## config.mk

```make
export PLATFORM = sky130hd
export DESIGN_NAME = diagonal_value_sorter_top
export DESIGN_NICKNAME = d
export VERILOG_FILES = /design/src/hw/rtl/dvs_pkg.sv /design/src/hw/rtl/diagonal_value_sorter_top.sv /design/src/hw/rtl/dvs_datapath.sv /design/src/hw/rtl/dvs_controller.sv
export VERILOG_INCLUDE_DIRS = /design/src /design/src/hw/rtl
export SDC_FILE = /design/constraint.sdc
export NUM_CORES = 1
export LEC_CHECK = 0
export BUFFER_PORTS_ARGS = -buffer_cell sky130_fd_sc_hd__buf_2
export CAP_MARGIN = 5
export CORE_MARGIN = 2
export CORE_UTILIZATION = 40
export CTS_BUF_LIST = sky130_fd_sc_hd__clkbuf_8
export DETAILED_ROUTE_END_ITERATION = 16
export GPL_ROUTABILITY_DRIVEN = 1
export PLACE_DENSITY = 0.64
export RECOVER_POWER = 100
export SLEW_MARGIN = 20
export SYNTH_ARGS = -nofsm -noshare
export SYNTH_HDL_FRONTEND = slang
export SYNTH_SLANG_ARGS = --single-unit
```

## constraint.sdc

```tcl
create_clock -name clk -period 5.3 [get_ports clk]
set_clock_uncertainty 0.1 [all_clocks]
set_input_delay 0.53 -clock clk [delete_from_list [all_inputs] [get_ports clk]]
set_output_delay 0.53 -clock clk [all_outputs]
set_load 0.005 [all_outputs]
```

## src/hw/rtl/diagonal_value_sorter_top_defines.svh

```systemverilog
// assertion macros used by the sorter controller
`ifndef DIAGONAL_VALUE_SORTER_TOP_DEFINES_SVH
`define DIAGONAL_VALUE_SORTER_TOP_DEFINES_SVH

// same-cycle implication, checked outside reset
`define DVS_ASSERT_SAME(label, clk, rst, ante, cons) \
  label: assert property (@(posedge clk) disable iff (rst) (ante) |-> (cons)) \
    else $error("same-cycle sorter check failed");

// next-cycle implication, checked outside reset
`define DVS_ASSERT_NEXT(label, clk, rst, ante, cons) \
  label: assert property (@(posedge clk) disable iff (rst) (ante) |=> (cons)) \
    else $error("next-cycle sorter check failed");

`endif

```

## src/hw/rtl/dvs_pkg.sv

```systemverilog
`default_nettype none
package dvs_pkg;

  localparam int DATA_W = 32;

  typedef enum logic {
    ST_LOAD,
    ST_DRAIN
  } state_t;

  // controller to datapath
  typedef struct packed {
    logic insert;
    logic shift;
  } cmd_t;

  // datapath to controller
  typedef struct packed {
    logic count_last;
  } status_t;

endpackage
`default_nettype wire

```

## src/hw/rtl/diagonal_value_sorter_top.sv

```systemverilog
// the first sorted value appears in the cycle after the last value of a run is taken
// throughput: one value per cycle while filling and start is high, then a burst of ELEMENT_COUNT results,
//   one per cycle, during which busy is high
// the result burst is paced by the shift of the insertion cell row, and the receiver cannot stall
// reset (rst, synchronous, active high) empties the cell row and returns to filling
`default_nettype none
module diagonal_value_sorter_top #(
  parameter int ELEMENT_COUNT = 8
) (
  input  wire logic                              clk,
  input  wire logic                              rst,
  // command side: a transfer happens when start is high and busy is low
  input  wire logic                              start,
  output logic                                   busy,
  input  wire logic signed [dvs_pkg::DATA_W-1:0] element_value,
  // result side: one transfer per cycle while strobe is high
  output logic                                   strobe,
  output logic signed [dvs_pkg::DATA_W-1:0]      sorted_value,
  output logic                                   final_flag
);

  // command and status between controller and cell row
  dvs_pkg::cmd_t    cmd;
  dvs_pkg::status_t status;

  // controller: fill state takes values, drain state streams them out
  dvs_controller u_ctrl (
    .clk        (clk),
    .rst        (rst),
    .start      (start),
    .status     (status),
    .cmd        (cmd),
    .busy       (busy),
    .strobe     (strobe),
    .final_flag (final_flag)
  );

  // datapath: sorted row of insertion cells, head cell feeds the output
  dvs_datapath #(
    .ELEMENT_COUNT (ELEMENT_COUNT)
  ) u_dp (
    .clk           (clk),
    .rst           (rst),
    .cmd           (cmd),
    .element_value (element_value),
    .status        (status),
    .head_value    (sorted_value)
  );

endmodule
`default_nettype wire

```

## src/hw/rtl/dvs_datapath.sv

```systemverilog
`default_nettype none
module dvs_datapath #(
  parameter int ELEMENT_COUNT = 8
) (
  input  wire logic                             clk,
  input  wire logic                             rst,
  input  wire dvs_pkg::cmd_t                    cmd,
  input  wire logic signed [dvs_pkg::DATA_W-1:0] element_value,
  output dvs_pkg::status_t                      status,
  output logic signed [dvs_pkg::DATA_W-1:0]     head_value
);

  localparam int CW = (ELEMENT_COUNT > 1) ? $clog2(ELEMENT_COUNT) : 1;
  localparam logic [CW-1:0] LAST = CW'(ELEMENT_COUNT - 1);

  logic signed [dvs_pkg::DATA_W-1:0] cells [ELEMENT_COUNT];
  logic signed [dvs_pkg::DATA_W-1:0] cells_next [ELEMENT_COUNT];
  logic [ELEMENT_COUNT-1:0]          lt;
  logic [CW-1:0]                     count;

  assign status.count_last = (count == LAST);
  assign head_value = cells[0];

  // new value goes before cell i when that cell is empty or holds a larger value
  always_comb begin
    for (int i = 0; i < ELEMENT_COUNT; i++) begin
      lt[i] = (CW'(i) >= count) || (element_value < cells[i]);
    end
  end

  always_comb begin
    for (int i = 0; i < ELEMENT_COUNT; i++) begin
      cells_next[i] = cells[i];
      if (cmd.insert) begin
        if (lt[i]) begin
          if (i > 0 && lt[(i > 0) ? i - 1 : 0]) begin
            cells_next[i] = cells[(i > 0) ? i - 1 : 0];
          end else begin
            cells_next[i] = element_value;
          end
        end
      end else if (cmd.shift && i < ELEMENT_COUNT - 1) begin
        cells_next[i] = cells[(i < ELEMENT_COUNT - 1) ? i + 1 : i];
      end
    end
  end

  always_ff @(posedge clk) begin
    for (int i = 0; i < ELEMENT_COUNT; i++) begin
      cells[i] <= cells_next[i];
    end
  end

  // one counter serves both filling and draining
  always_ff @(posedge clk) begin
    if (rst) begin
      count <= '0;
    end else if (cmd.insert || cmd.shift) begin
      count <= status.count_last ? '0 : count + CW'(1);
    end
  end

endmodule
`default_nettype wire

```

## src/hw/rtl/dvs_controller.sv

```systemverilog
`default_nettype none
`include "diagonal_value_sorter_top_defines.svh"
module dvs_controller (
  input  wire logic             clk,
  input  wire logic             rst,
  input  wire logic             start,
  input  wire dvs_pkg::status_t status,
  output dvs_pkg::cmd_t         cmd,
  output logic                  busy,
  output logic                  strobe,
  output logic                  final_flag
);

  dvs_pkg::state_t state;
  dvs_pkg::state_t state_next;

  always_ff @(posedge clk) begin
    if (rst) begin
      state <= dvs_pkg::ST_LOAD;
    end else begin
      state <= state_next;
    end
  end

  always_comb begin
    state_next = state;
    case (state)
      dvs_pkg::ST_LOAD: begin
        if (start && status.count_last) begin
          state_next = dvs_pkg::ST_DRAIN;
        end
      end
      dvs_pkg::ST_DRAIN: begin
        if (status.count_last) begin
          state_next = dvs_pkg::ST_LOAD;
        end
      end
      default: state_next = dvs_pkg::ST_LOAD;
    endcase
  end

  always_comb begin
    cmd.insert = 1'b0;
    cmd.shift  = 1'b0;
    busy       = 1'b0;
    strobe     = 1'b0;
    case (state)
      dvs_pkg::ST_LOAD: begin
        cmd.insert = start;
      end
      dvs_pkg::ST_DRAIN: begin
        cmd.shift = 1'b1;
        busy      = 1'b1;
        strobe    = 1'b1;
      end
      default: begin
        busy = 1'b1;
      end
    endcase
  end

  assign final_flag = strobe && status.count_last;

  // filling the last slot starts the result burst
  `DVS_ASSERT_NEXT(a_fill_to_drain, clk, rst, cmd.insert && status.count_last, strobe)
  // the burst is unbroken until the final result
  `DVS_ASSERT_NEXT(a_burst_unbroken, clk, rst, strobe && !final_flag, strobe)
  // after the final result the block is ready again
  `DVS_ASSERT_NEXT(a_ready_after_final, clk, rst, final_flag, !busy && !strobe)
  // no value is taken in while results stream out
  `DVS_ASSERT_SAME(a_no_insert_in_drain, clk, rst, strobe, !cmd.insert)

endmodule
`default_nettype wire
```

==> flow_summary.toml <==
[status]
status = "finished with violations"
violations = "max-capacitance violations, max-slew violations"

[die]
die_height_um = 216
io_pins = 70
initial_core_util = 0.406
core_um2 = 44200
die_area_um2 = 46600
num_rows = 77
die_x_um = 216

[worst_setup_path]
crit_chain = "inv_1, ha_1, a2111o_1, a21oi_1, o21ai_0, a31oi_4, mux2i_1, buf_4, mux2i_1, o21ai_0"
path_depth = 10
critPathMaxFanout = 18
worstSetupStartpointType = "flop"
critPathSlowestCell = "mux2i_1"
critical_path_class = "flop to flop"
critPathBufInv = 2
worstPathArrival_ns = 4.82
slowest_delay_ns = 1.19
cp_top_family = "compound AO/OA/AOI/OAI gates"
endpoint_kind = "flop"
required_ns = 5.49
rr_worst_depth = 10

[grt]
grtUsageTotal = 0.223
grt_max_degree = 103
grt_pass1_vias = 13831
grt_pass1_wl_um = 81400
grt_remaining_overflow = 0
antenna_found_initial = 1

[timing]
hold_ws_ns = 0.0611
worstMarginPinSlew_ns = 1.95
fmax_mhz = 216
relSlewSlack = -0.299
setup_viol = 0
setup_tns_ns = 0
slew_viol_final = 229
finalCritPeriodShare = 0.873
rsz0062_at_grt = "no"
finalCriticalPeriod_ns = 4.63
hold_violations = 0

[placed_design]
dp_hpwl_um = 36600
placed_area_um2 = 18700
place_congestion = 0.895
dp_cells = 2338
portBuffers = 69

[logic_synthesis]
seq_area_frac_synth = 0.433
yosysTopAreaCell = "edfxtp_1"
synth_area_um2 = 18000
yosysWarnings = 0
synth_seq_cells = 260
synth_ff_type = "edfxtp_1"
synth_nets = 2030
synthCells = 1774
synth.distinct_cells = 54
synth-edff-count = 256
yosysTopAreaCellShare = 0.428
async_flop_share = 0
synth.avg_cell_area_um2 = 10.1
yosys-top-cells-area = "edfxtp_1 43%, ha_1 15%, inv_1 4.7%, o221ai_1 4.5%, nand2_1 3.9%"

[power_and_ir_drop]
p_per_area_nw_per_um2 = 289
ir_worst_vdd_v = 0.000166
leakage_nw = 8.17

[run]
max-cap-violations = 5

[route]
routed_wl_um = 52800
viasPerCell = 5.86
drt_iter0_drc = 1152
num_vias = 14169
final_antenna_net_count = 0
wl_per_cell_um = 21.8
drt-pass1-iter-count = 7
drc = 0

[cts]
cts_buffers = 47
clk_pin_slew_ns = 0.06
cts_tree = "done"
root_buffer = "clkbuf_8"
ctsHoldBuffers = 0
cts_num_sinks = 260
h-tree-depth = 2
clk_latency_ns = 0.60
clock_path_buffers = 3
post_cts_buffers = 0
post_cts_resized = 0

[cells_and_area]
layout_commonest_cell = "edfxtp_1"
final_cells = 2419
area_growth_pct = 8.45
post-route-util = 0.440
drive_gt1_frac = 0.0936
seqCellArea_um2 = 7770
final_cell_mix = "256 x edfxtp_1, 242 x inv_1, 221 x ha_1"
nFillCells = 4180
layout.nets = 2051
multi_input_area_um2 = 8710
fin_area_um2 = 19500

[min_path]
holdPathStages = 2
min_path_type = "primary input to flop"
[cell type report]
cell class / instances / area share
multi-input combinational: 1166 / 0.447
tap: 592 / 0.0380
sequential: 260 / 0.399
clock buffer: 47 / 0.0332
clock inverter: 33 / 0.0114
inverter: 227 / 0.0441
timing repair buffer: 93 / 0.0270
antenna: 1 / 0.000129
[synth_stat cells (5+ instances only)]
cell type / count
nor2_1: 27
nand2_1: 186
a21o_1: 40
buf_4: 35
mux2i_1: 68
clkbuf_1: 48
o21ai_0: 72
edfxtp_1: 256
mux2_2: 32
o21ai_1: 62
nand3_1: 138
and4_1: 7
ha_1: 221
a211oi_1: 5
nand2b_1: 8
nand4_1: 30
buf_6: 7
a21oi_1: 74
a221oi_1: 11
o221ai_1: 93
buf_2: 27
o211ai_1: 37
nor3_1: 7
inv_1: 226
[path summary, 6_finish.rpt]
path | startpoint | to | slack, ns
min reg2reg | u_dp.cells[1][112] | u_dp.cells[1][80] | 0.44
max reg2reg | u_dp.cells[0][65] | u_dp.cells[0][122] | 0.67
max | u_dp.cells[0][65] | u_dp.cells[0][122] | 0.67
min | rst | u_dp.count[0] | 0.06
[worst register-to-register path: stages, from the launching register on]
cell      delay [ns]
edfxtp_1        0.39
inv_1           0.10
ha_1            0.23
a2111o_1        0.39
a21oi_1         0.38
o21ai_0         0.36
a31oi_4         0.26
mux2i_1         1.19
buf_4           0.55
mux2i_1         0.26
o21ai_0         0.11
[power breakdown]
part	leakage, nW	switching (mW)	total [mW]	internal (mW)
clock network	0.490	0.883	1.85	0.968
logic	5.11	0.731	1.15	0.419
registers	2.58	0.122	2.63	2.51
total	8.17	1.74	5.63	3.89
[state kept, by name, summed over array words and instances (netlist names)]
name / flops
u_ctrl.state: 1
u_dp.cells: 256
u_dp.count: 3
[cells by family (layout without fill, tap and decap cells)]
| family | count (synthesis) | count (layout) | share of synthesized area |
|---|---|---|---|
| adders and majority gates | 221 | 221 | 0.154 |
| DFF | 260 | 260 | 0.433 |
| buffers and inverters | 348 | 400 | 0.0849 |
| other | 0 | 1 | 0 |
| muxes | 102 | 102 | 0.0605 |
| and+or+nand+nor | 421 | 421 | 0.109 |
| AOI/OAI and AO/OA | 422 | 422 | 0.159 |
[stage by stage]
step	worst slack, ns	power, mW
2_1_floorplan	1.16	3.40
3_3_place_gp	1.25	3.77
3_5_place_dp	1.18	3.81
4_1_cts	1.52	5.66
5_1_grt	0.671	5.90
6_report	0.673	5.63
[metal layers]
layer	part of all wire	vias up	global-route usage	routed length, um
li1	-	6621	-	-
met1	0.45	6912	0.316	23900
met2	0.46	561	0.356	24000
met3	0.069	75	0.0306	3620
met4	0.024	0	0.0678	1240
met5	0	-	0	0
Power figures use the tool's default switching activity.
